===== src/rtl/core/pfr_pkg.sv =====
package pfr_pkg;

    localparam int NUM_STATES_DEF = 8;

    localparam logic [2:0] REQ_STEP     = 3'd0;
    localparam logic [2:0] REQ_REDIRECT = 3'd1;
    localparam logic [2:0] REQ_QUERY    = 3'd2;
    localparam logic [2:0] REQ_DEL_ALL  = 3'd3;
    localparam logic [2:0] REQ_DEL_ONE  = 3'd4;

    localparam logic [1:0] ST_DONE      = 2'd0;
    localparam logic [1:0] ST_DELETED   = 2'd1;
    localparam logic [1:0] ST_REACHABLE = 2'd2;

    typedef logic [2:0] reset_tab_t [8];

    localparam reset_tab_t RESET_ZERO = '{3'd4, 3'd5, 3'd2, 3'd2, 3'd5, 3'd3, 3'd7, 3'd6};
    localparam reset_tab_t RESET_ONE  = '{3'd7, 3'd4, 3'd1, 3'd0, 3'd6, 3'd0, 3'd2, 3'd3};

    typedef enum logic [2:0] {
        OP_STEP,
        OP_REDIR,
        OP_QUERY,
        OP_DELALL,
        OP_DELONE,
        OP_REJECT
    } op_kind_t;

    typedef struct packed {
        op_kind_t   kind;
        logic       in_bit;
        logic [2:0] target;
    } op_t;

    typedef struct packed {
        logic [2:0] current_state;
        logic [7:0] unreachable_mask;
        logic [7:0] present_mask;
        logic [1:0] status;
    } result_t;

endpackage


===== src/rtl/core/programmable_fsm_with_reachability_core.sv =====
// Channel  Dir  Ports                 Beat contents
// s_       in   s_tvalid/tready/data  tdata: in_bit, target_state; tuser: req_type
// m_       out  m_tvalid/tready/data  tdata: current_state, unreachable_mask,
//                                     present_mask, status
// In the back end a step passes through S_STEP first, and every request runs a reachability search
// of P table sweeps (1 to NUM_STATES), repeated until the reachable set stops growing.
// The front register and the two-beat queue keep accepting while a request is being worked on
// or a result waits for m_tready, until both are full.
// Reset is synchronous on aresetn low and restores the reset table through per-entry valid bits.
module programmable_fsm_with_reachability_core
    import pfr_pkg::*;
#(
    parameter int NUM_STATES = NUM_STATES_DEF
) (
    input  logic        aclk,
    input  logic        aresetn,
    input  logic        s_tvalid,
    output logic        s_tready,
    input  logic [7:0]  s_tdata,  // [0] in_bit, [3:1] target_state, [7:4] zero
    input  logic [2:0]  s_tuser,  // [2:0] req_type
    output logic        m_tvalid,
    input  logic        m_tready,
    output logic [23:0] m_tdata   // [2:0] current_state, [10:3] unreachable_mask,
                                  // [18:11] present_mask, [20:19] status, [23:21] zero
);

    logic    op_valid;
    logic    op_ready;
    op_t     front_op;
    logic    q_valid;
    logic    q_pop;
    op_t     q_op;
    result_t res;

    pfr_front #(
        .NUM_STATES(NUM_STATES)
    ) u_front (
        .aclk    (aclk),
        .aresetn (aresetn),
        .s_tvalid(s_tvalid),
        .s_tready(s_tready),
        .s_tdata (s_tdata),
        .s_tuser (s_tuser),
        .op_valid(op_valid),
        .op_ready(op_ready),
        .op      (front_op)
    );

    pfr_queue u_queue (
        .aclk     (aclk),
        .aresetn  (aresetn),
        .in_valid (op_valid),
        .in_ready (op_ready),
        .in_op    (front_op),
        .out_valid(q_valid),
        .out_ready(q_pop),
        .out_op   (q_op)
    );

    pfr_back #(
        .NUM_STATES(NUM_STATES)
    ) u_back (
        .aclk   (aclk),
        .aresetn(aresetn),
        .q_valid(q_valid),
        .q_pop  (q_pop),
        .q_op   (q_op),
        .m_valid(m_tvalid),
        .m_ready(m_tready),
        .res    (res)
    );

    assign m_tdata = {3'b000, res.status, res.present_mask, res.unreachable_mask,
                      res.current_state};

endmodule


===== src/rtl/core/pfr_front.sv =====
module pfr_front
    import pfr_pkg::*;
#(
    parameter int NUM_STATES = NUM_STATES_DEF
) (
    input  logic       aclk,
    input  logic       aresetn,
    input  logic       s_tvalid,
    output logic       s_tready,
    input  logic [7:0] s_tdata,
    input  logic [2:0] s_tuser,
    output logic       op_valid,
    input  logic       op_ready,
    output op_t        op
);

    localparam logic [6:0] NS_LIMIT = 7'(NUM_STATES);

    logic       op_valid_reg;
    logic       op_valid_next;
    op_t        op_reg;
    op_t        op_next;
    logic       tgt_ok;
    logic [2:0] req;

    assign req      = s_tuser;
    assign tgt_ok   = {4'b0000, s_tdata[3:1]} < NS_LIMIT;
    assign s_tready = !op_valid_reg || op_ready;
    assign op_valid = op_valid_reg;
    assign op       = op_reg;

    always_comb begin
        op_next        = op_reg;
        op_valid_next  = op_valid_reg;
        if (op_valid_reg && op_ready) begin
            op_valid_next = 1'b0;
        end
        if (s_tvalid && s_tready) begin
            op_valid_next  = 1'b1;
            op_next.in_bit = s_tdata[0];
            op_next.target = s_tdata[3:1];
            case (req)
                REQ_STEP:     op_next.kind = OP_STEP;
                REQ_REDIRECT: op_next.kind = tgt_ok ? OP_REDIR : OP_REJECT;
                REQ_QUERY:    op_next.kind = OP_QUERY;
                REQ_DEL_ALL:  op_next.kind = OP_DELALL;
                REQ_DEL_ONE:  op_next.kind = tgt_ok ? OP_DELONE : OP_QUERY;
                default:      op_next.kind = OP_QUERY;
            endcase
        end
    end

    always_ff @(posedge aclk) begin
        if (!aresetn) begin
            op_valid_reg <= 1'b0;
        end else begin
            op_valid_reg <= op_valid_next;
        end
        op_reg <= op_next;
    end

endmodule


===== src/rtl/core/pfr_queue.sv =====
module pfr_queue
    import pfr_pkg::*;
(
    input  logic aclk,
    input  logic aresetn,
    input  logic in_valid,
    output logic in_ready,
    input  op_t  in_op,
    output logic out_valid,
    input  logic out_ready,
    output op_t  out_op
);

    localparam int DEPTH = 2;
    localparam int PW    = $clog2(DEPTH);

    op_t           entry_reg [DEPTH];
    logic [PW-1:0] wr_ptr_reg;
    logic [PW-1:0] rd_ptr_reg;
    logic [PW:0]   count_reg;
    logic          push;
    logic          pop;

    assign in_ready  = count_reg != (PW+1)'(DEPTH);
    assign out_valid = count_reg != '0;
    assign out_op    = entry_reg[rd_ptr_reg];
    assign push      = in_valid && in_ready;
    assign pop       = out_valid && out_ready;

    always_ff @(posedge aclk) begin
        if (!aresetn) begin
            wr_ptr_reg <= '0;
            rd_ptr_reg <= '0;
            count_reg  <= '0;
        end else begin
            if (push) begin
                wr_ptr_reg <= wr_ptr_reg + 1'b1;
            end
            if (pop) begin
                rd_ptr_reg <= rd_ptr_reg + 1'b1;
            end
            if (push && !pop) begin
                count_reg <= count_reg + 1'b1;
            end else if (pop && !push) begin
                count_reg <= count_reg - 1'b1;
            end
        end
        if (push) begin
            entry_reg[wr_ptr_reg] <= in_op;
        end
    end

endmodule


===== src/rtl/core/pfr_back.sv =====
module pfr_back
    import pfr_pkg::*;
#(
    parameter int NUM_STATES = NUM_STATES_DEF
) (
    input  logic    aclk,
    input  logic    aresetn,
    input  logic    q_valid,
    output logic    q_pop,
    input  op_t     q_op,
    output logic    m_valid,
    input  logic    m_ready,
    output result_t res
);

    localparam int                    SW        = $clog2(NUM_STATES);
    localparam logic [SW-1:0]         LAST      = SW'(NUM_STATES - 1);
    localparam logic [SW-1:0]         CUR_RESET = SW'(3 % NUM_STATES);
    localparam logic [NUM_STATES-1:0] ONE_N     = NUM_STATES'(1);
    localparam logic [NUM_STATES-1:0] FULL      = {NUM_STATES{1'b1}};

    typedef enum logic [5:0] {
        S_IDLE   = 6'b000001,
        S_EXEC   = 6'b000010,
        S_STEP   = 6'b000100,
        S_INIT   = 6'b001000,
        S_RUN    = 6'b010000,
        S_FINISH = 6'b100000
    } state_t;

    typedef enum logic [0:0] {
        P_SWEEP = 1'b0,
        P_TAIL  = 1'b1
    } phase_t;

    logic [SW-1:0]         mem0 [NUM_STATES];
    logic [SW-1:0]         mem1 [NUM_STATES];
    logic [SW-1:0]         dflt0 [NUM_STATES];
    logic [SW-1:0]         dflt1 [NUM_STATES];

    state_t                state_reg, state_next;
    phase_t                phase_reg, phase_next;
    op_t                   op_reg, op_next;
    logic [SW-1:0]         cur_reg, cur_next;
    logic [NUM_STATES-1:0] alive_reg, alive_next;
    logic [NUM_STATES-1:0] reach_reg, reach_next;
    logic [NUM_STATES-1:0] val0_reg, val0_next;
    logic [NUM_STATES-1:0] val1_reg, val1_next;
    logic                  changed_reg, changed_next;
    logic [SW-1:0]         idx_reg, idx_next;
    logic                  rdv_reg, rdv_next;
    logic [1:0]            status_reg, status_next;
    logic                  m_valid_reg, m_valid_next;
    result_t               res_reg, res_next;

    logic [SW-1:0]         rd_addr;
    logic [SW-1:0]         rd0_reg, rd1_reg, addr_reg;
    logic                  rv0_reg, rv1_reg;
    logic [SW-1:0]         n0, n1;
    logic [NUM_STATES-1:0] succ, upd, unreach, alive_new;
    logic                  grow;
    logic                  wr0, wr1;
    logic [SW+2:0]         tgt_ext, cur_ext;
    logic [SW-1:0]         tgt_idx;
    logic [NUM_STATES+7:0] unreach_ext, alive_ext;
    logic [1:0]            fin_status;

    for (genvar s = 0; s < NUM_STATES; s++) begin : g_dflt
        if (s < 8) begin : g_tab
            localparam int Z = int'(RESET_ZERO[s]);
            localparam int O = int'(RESET_ONE[s]);
            assign dflt0[s] = SW'(Z % NUM_STATES);
            assign dflt1[s] = SW'(O % NUM_STATES);
        end else begin : g_self
            assign dflt0[s] = SW'(s);
            assign dflt1[s] = SW'(s);
        end
    end

    assign tgt_ext = (SW+3)'(op_reg.target);
    assign tgt_idx = tgt_ext[SW-1:0];
    assign n0      = rv0_reg ? rd0_reg : dflt0[addr_reg];
    assign n1      = rv1_reg ? rd1_reg : dflt1[addr_reg];
    assign succ    = (ONE_N << n0) | (ONE_N << n1);
    assign upd     = reach_reg | ((rdv_reg && reach_reg[addr_reg]) ? succ : '0);
    assign grow    = upd != reach_reg;
    assign unreach = ~reach_reg & FULL;
    assign m_valid = m_valid_reg;
    assign res     = res_reg;

    always_comb begin
        alive_new  = alive_reg;
        fin_status = status_reg;
        case (op_reg.kind)
            OP_DELALL: alive_new = alive_reg & reach_reg;
            OP_DELONE: begin
                if (reach_reg[tgt_idx]) begin
                    fin_status = ST_REACHABLE;
                end else begin
                    alive_new = alive_reg & ~(ONE_N << tgt_idx);
                end
            end
            default: alive_new = alive_reg;
        endcase
    end

    assign cur_ext     = (SW+3)'(cur_reg);
    assign unreach_ext = (NUM_STATES+8)'(unreach);
    assign alive_ext   = (NUM_STATES+8)'(alive_new);

    always_comb begin
        state_next   = state_reg;
        phase_next   = phase_reg;
        op_next      = op_reg;
        cur_next     = cur_reg;
        alive_next   = alive_reg;
        reach_next   = upd;
        val0_next    = val0_reg;
        val1_next    = val1_reg;
        changed_next = changed_reg;
        idx_next     = idx_reg;
        rdv_next     = 1'b0;
        status_next  = status_reg;
        m_valid_next = m_valid_reg && !m_ready;
        res_next     = res_reg;
        rd_addr      = idx_reg;
        q_pop        = 1'b0;
        wr0          = 1'b0;
        wr1          = 1'b0;
        case (state_reg)
            S_IDLE: begin
                if (q_valid) begin
                    q_pop      = 1'b1;
                    op_next    = q_op;
                    state_next = S_EXEC;
                end
            end
            S_EXEC: begin
                rd_addr     = cur_reg;
                status_next = ST_DONE;
                state_next  = S_INIT;
                case (op_reg.kind)
                    OP_STEP: state_next = S_STEP;
                    OP_REDIR: begin
                        if (alive_reg[tgt_idx]) begin
                            wr1 = op_reg.in_bit;
                            wr0 = !op_reg.in_bit;
                        end else begin
                            status_next = ST_DELETED;
                        end
                    end
                    OP_REJECT: status_next = ST_DELETED;
                    default: status_next = ST_DONE;
                endcase
                if (wr0) begin
                    val0_next = val0_reg | (ONE_N << cur_reg);
                end
                if (wr1) begin
                    val1_next = val1_reg | (ONE_N << cur_reg);
                end
            end
            S_STEP: begin
                cur_next   = op_reg.in_bit ? n1 : n0;
                state_next = S_INIT;
            end
            S_INIT: begin
                reach_next   = ONE_N << cur_reg;
                idx_next     = '0;
                changed_next = 1'b0;
                phase_next   = P_SWEEP;
                state_next   = S_RUN;
            end
            S_RUN: begin
                changed_next = changed_reg | grow;
                case (phase_reg)
                    P_SWEEP: begin
                        rdv_next = 1'b1;
                        if (idx_reg == LAST) begin
                            phase_next = P_TAIL;
                        end else begin
                            idx_next = idx_reg + 1'b1;
                        end
                    end
                    P_TAIL: begin
                        if (changed_reg || grow) begin
                            changed_next = 1'b0;
                            idx_next     = '0;
                            phase_next   = P_SWEEP;
                        end else begin
                            state_next = S_FINISH;
                        end
                    end
                    default: phase_next = P_SWEEP;
                endcase
            end
            S_FINISH: begin
                if (!m_valid_reg || m_ready) begin
                    alive_next                = alive_new;
                    res_next.current_state    = cur_ext[2:0];
                    res_next.unreachable_mask = unreach_ext[7:0];
                    res_next.present_mask     = alive_ext[7:0];
                    res_next.status           = fin_status;
                    m_valid_next              = 1'b1;
                    state_next                = S_IDLE;
                end
            end
            default: state_next = S_IDLE;
        endcase
    end

    always_ff @(posedge aclk) begin
        rd0_reg  <= mem0[rd_addr];
        rd1_reg  <= mem1[rd_addr];
        rv0_reg  <= val0_reg[rd_addr];
        rv1_reg  <= val1_reg[rd_addr];
        addr_reg <= rd_addr;
        if (wr0) begin
            mem0[cur_reg] <= tgt_idx;
        end
        if (wr1) begin
            mem1[cur_reg] <= tgt_idx;
        end
    end

    always_ff @(posedge aclk) begin
        if (!aresetn) begin
            state_reg   <= S_IDLE;
            phase_reg   <= P_SWEEP;
            cur_reg     <= CUR_RESET;
            alive_reg   <= FULL;
            val0_reg    <= '0;
            val1_reg    <= '0;
            changed_reg <= 1'b0;
            idx_reg     <= '0;
            rdv_reg     <= 1'b0;
            m_valid_reg <= 1'b0;
        end else begin
            state_reg   <= state_next;
            phase_reg   <= phase_next;
            cur_reg     <= cur_next;
            alive_reg   <= alive_next;
            val0_reg    <= val0_next;
            val1_reg    <= val1_next;
            changed_reg <= changed_next;
            idx_reg     <= idx_next;
            rdv_reg     <= rdv_next;
            m_valid_reg <= m_valid_next;
        end
        op_reg     <= op_next;
        reach_reg  <= reach_next;
        status_reg <= status_next;
        res_reg    <= res_next;
    end

    a_finish_reach: assert property (@(posedge aclk) disable iff (!aresetn)
        (state_reg == S_FINISH) |-> reach_reg[cur_reg])
        else $error("Reachable set lost the current state.");

    a_result_shown: assert property (@(posedge aclk) disable iff (!aresetn)
        (state_reg == S_FINISH && (!m_valid_reg || m_ready)) |=> m_valid_reg)
        else $error("Finished result was not presented.");

    a_tail_read: assert property (@(posedge aclk) disable iff (!aresetn)
        (state_reg == S_RUN && phase_reg == P_TAIL) |-> rdv_reg)
        else $error("Sweep tail has no pending table read.");

endmodule


===== config.mk =====
export PLATFORM = sky130hd
export DESIGN_NAME = programmable_fsm_with_reachability_core
export DESIGN_NICKNAME = d
export VERILOG_FILES = /design/src/rtl/core/pfr_pkg.sv /design/src/rtl/core/programmable_fsm_with_reachability_core.sv /design/src/rtl/core/pfr_front.sv /design/src/rtl/core/pfr_queue.sv /design/src/rtl/core/pfr_back.sv
export SDC_FILE = /design/constraint.sdc
export NUM_CORES = 1
export LEC_CHECK = 0
export BUFFER_PORTS_ARGS = -buffer_cell sky130_fd_sc_hd__buf_2
export CAP_MARGIN = 10
export CORE_UTILIZATION = 50
export DETAILED_ROUTE_END_ITERATION = 12
export GPL_TIMING_DRIVEN = 0
export PLACE_DENSITY = 0.7
export SLEW_MARGIN = 10
export SYNTH_ARGS = -nofsm -noshare
export SYNTH_HDL_FRONTEND = slang
export SYNTH_HIERARCHICAL = 1
export SYNTH_SLANG_ARGS = --single-unit

===== constraint.sdc =====
create_clock -name aclk -period 2.3 [get_ports aclk]
set_input_delay 0.46 -clock aclk [delete_from_list [all_inputs] [get_ports aclk]]
set_output_delay 0.46 -clock aclk [all_outputs]
set_load 0.01 [all_outputs]

==> results.cfg <==
[clocking]
cts_tree = built
cts_buffers = 17
clk_latency_ns = 0.42
max-clock-path-buffers = 2
cts-root-buf = clkbuf_16
h-tree-depth = 4
cts_hold_buf = 0
cts_sinks = 163
clk_pin_slew_ns = 0.06

[synth]
synth_seq_area_share_pct = 60.33
synth_seq_cells = 163
synth.distinct_cells = 71
synth_top_family_by_area = simple AND/OR/NAND/NOR gates
synth_area_um2 = 7034
yosysWarnings = 6
synth_area_leaders = edfxtp_1, dfxtp_1, nand2_1, nand3_1, o21a_1
synth_edf_count = 98
synth_top_area_share_pct = 41.84
synth-xor-area-share_pct = 0.7471
ys.flop_type = edfxtp_1
synthAdderAreaFrac_pct = 0.5336
muxShareOfSynthArea_pct = 4.998
syn_inst = 614
synthSimpleGateAreaFrac_pct = 16.15
yosysTopAreaCell = edfxtp_1
synth_compound_area_share_pct = 13.54
async_flop_share_pct = 0
syn-mean-instance-area_um2 = 11.46

[setup_path]
reg2reg_depth = 8
critical_path.slowest_cell = edfxtp_1
cp.buffers_inverters = 3
crit_family = buffers and inverters
critical_path_class = reg2reg
worstReg2RegStart = u_back/tgt_idx[0]$_DFFE_PP_
cp_cell_sequence = buf_6 > mux4_2 > mux2i_1 > nor2_2 > nand4_1 > buf_6 > nor4_4 > buf_4
arrival_ns = 2.37
cpMostUsedCell = buf_6
crit_fanout = 9
reg2reg_setup_slack_ns = 0.07
endpoint_kind = register
critPathRequiredTime_ns = 2.44
slowest_delay_ns = 0.44
reg2reg_to = u_back/mem1[0][0]$_DFFE_PP_
startpoint_type = register

[final_layout]
drive_above_1_share_pct = 24.25
diodes = 0
fillers = 1002
stdcell_area_um2 = 8408
postLayoutCoreUtil_pct = 62.26
area_growth_pct = 19.53
fin_nets = 703
final_common_cell = edfxtp_1
final_cell_mix = edfxtp_1, nand2_1, dfxtp_1, buf_2, nand3_1
final_cells = 873

[placed_design]
dp_hpwl_um = 10400
io_buffers = 33
dp_cells = 825
place_area_um2 = 7442
pre_cts_ws_ns = -0.9695
gp_congestion = 0.8739

[timing]
finClkSkew_ns = 0.007578
worst-slew-pin-transition_ns = 0.6048
fin_crit_sh_pct = 97.13
slew_headroom_pct = 59.68
drv_slew = 0
hold_slack_ns = 0.2103
hold_viol = 0
min_period_ns = 2.234
fmax_mhz = 447.6
setup_viol = 0
layout_setup_ws_ns = 0.06609
fin_tns_setup_ns = 0

[power]
p_switching_mw = 2.258
cellPowerDensity_nw_per_um2 = 958.6
swShare_pct = 28.01
p_int_mw = 5.802
power_leakage_nw = 3.033
ir_drop_uv = 548.7
pwr-share-comb_pct = 20.6
seqPwrFrac_pct = 46.1
clkPwrFrac_pct = 33.3
power_mw = 8.060

[detailed_routing]
initialDrtViolationCount = 406
wire_per_inst_um = 17.35
drt_wl_total_um = 15150
vias = 4971
drc = 0
viasPerCell = 5.694
ant_nets = 0
first_pass_iters = 5

[hold_path]
hp-start = s_tdata[2]
min_path_cells = 1
holdPathEnd = u_front/op[1]$_DFFE_PP_
hold_class = in2reg

[job]
cap_violations = 0

[global_routing]
grt_pass1_wl_um = 23720
overflow = 0
grt_max_degree = 22
grt_pass1_vias = 4717
grt_use_total_pct = 21.71
antenna_found_initial = 0

[die]
placementRows = 42
die_height_um = 120.6
io_pins = 41
fp.coreArea_um2 = 13510
die_w_um = 120.6
start_util_pct = 52.08
die_area_um2 = 14550

[status]
status = finished, final reports clean
-- routing by layer --
| metal | vias up | global-route usage, % | wire, um |
|---|---|---|---|
| li1 | 2398 | - | - |
| met1 | 2390 | 27.95 | 6563 |
| met2 | 160 | 35.63 | 7486 |
| met3 | 23 | 5.094 | 832 |
| met4 | 0 | 8.102 | 265 |
| met5 | - | 0 | 0 |
-- synth_stat cells (all sizes together) (3+ instances only) --
master	n
o221a	7
nand2b	10
ha	3
o211ai	3
a21o	3
a21oi	26
edfxtp	98
clkbuf	13
a31oi	3
nor2	34
mux4	6
a211oi	4
and3	3
nor3	6
a311oi	3
mux2	7
buf	18
nor4	6
a211o	12
or2	3
inv	20
xor2	6
nand4	3
mux2i	13
o22ai	7
nand2	90
nand3	38
dfxtp	65
o21ai	29
nand3b	10
and2	5
nor2b	10
o21a	18
-- kinds of logic (layout without fill, tap and decap cells) --
| group | count (synthesis) | after routing |
|---|---|---|
| flip-flops | 163 | 163 |
| buffers and inverters | 53 | 134 |
| other | 1 | 3 |
| AO/OA/AOI/OAI | 133 | 133 |
| adder cells (fa/ha/maj) | 3 | 3 |
| AND/OR/NAND/NOR | 229 | 229 |
| XOR/XNOR | 6 | 6 |
| multiplexers | 26 | 26 |
-- power groups by stage --
stage | clock network [mW] | registers (mW) | logic [mW]
final | 2.68 | 3.72 | 1.66
after global routing | 2.84 | 3.74 | 1.81
after CTS | 2.71 | 3.70 | 1.51
after detailed placement | 0 | 3.82 | 1.36
after global placement | 0 | 3.80 | 1.33
after floorplan | 0 | 3.67 | 1.08
-- worst max-delay path by stage --
stage	cells after the start	endpoint	slack [ns]	from
2_1_floorplan	6	u_back/mem0[0][0]$_DFFE_PP_	0.06	u_back/tgt_idx[0]$_DFFE_PP_
3_3_place_gp	6	u_back/mem1[0][0]$_DFFE_PP_	-0.92	u_back/tgt_idx[1]$_DFFE_PP_
3_5_place_dp	6	u_back/mem1[0][0]$_DFFE_PP_	-0.97	u_back/tgt_idx[1]$_DFFE_PP_
4_1_cts	9	u_back/state_reg[4]$_SDFFE_PN0P_	0.006	u_back/addr_reg[0]$_DFF_P_
5_1_grt	8	u_back/state_reg[4]$_SDFFE_PN0P_	-0.03	u_back/rv0_reg$_DFF_P_
6_report	8	u_back/mem1[0][0]$_DFFE_PP_	0.07	u_back/tgt_idx[0]$_DFFE_PP_
-- worst reg2reg max path, cell delays in order, from the launching register on --
cell and delay [ns]:
edfxtp_1 0.44, buf_6 0.18, mux4_2 0.34, mux2i_1 0.09, nor2_2 0.20, nand4_1 0.13
buf_6 0.18, nor4_4 0.20, buf_4 0.18
-- final cells by class --
| class | instances | area, um^2 | area share [%] |
|---|---|---|---|
| Sequential cell | 163 | 4248 | 50.52 |
| Multi-Input combinational cell | 400 | 2771 | 32.96 |
| Clock buffer | 25 | 475.5 | 5.655 |
| Timing Repair Buffer | 51 | 307.8 | 3.661 |
| Tap cell | 176 | 220.2 | 2.619 |
| Buffer | 29 | 195.2 | 2.321 |
| Inverter | 22 | 98.84 | 1.176 |
| Clock inverter | 6 | 83.83 | 0.9970 |
| Timing Repair inverter | 1 | 7.507 | 0.08929 |
-- what timing repair did --
item	CTS	global route
endpoints found under the setup margin	112	91
pin swaps	5	14
resized for setup	18	57
gates cloned	0	1
setup buffers	9	9
No activity file was read; power rests on OpenSTA's default activity.
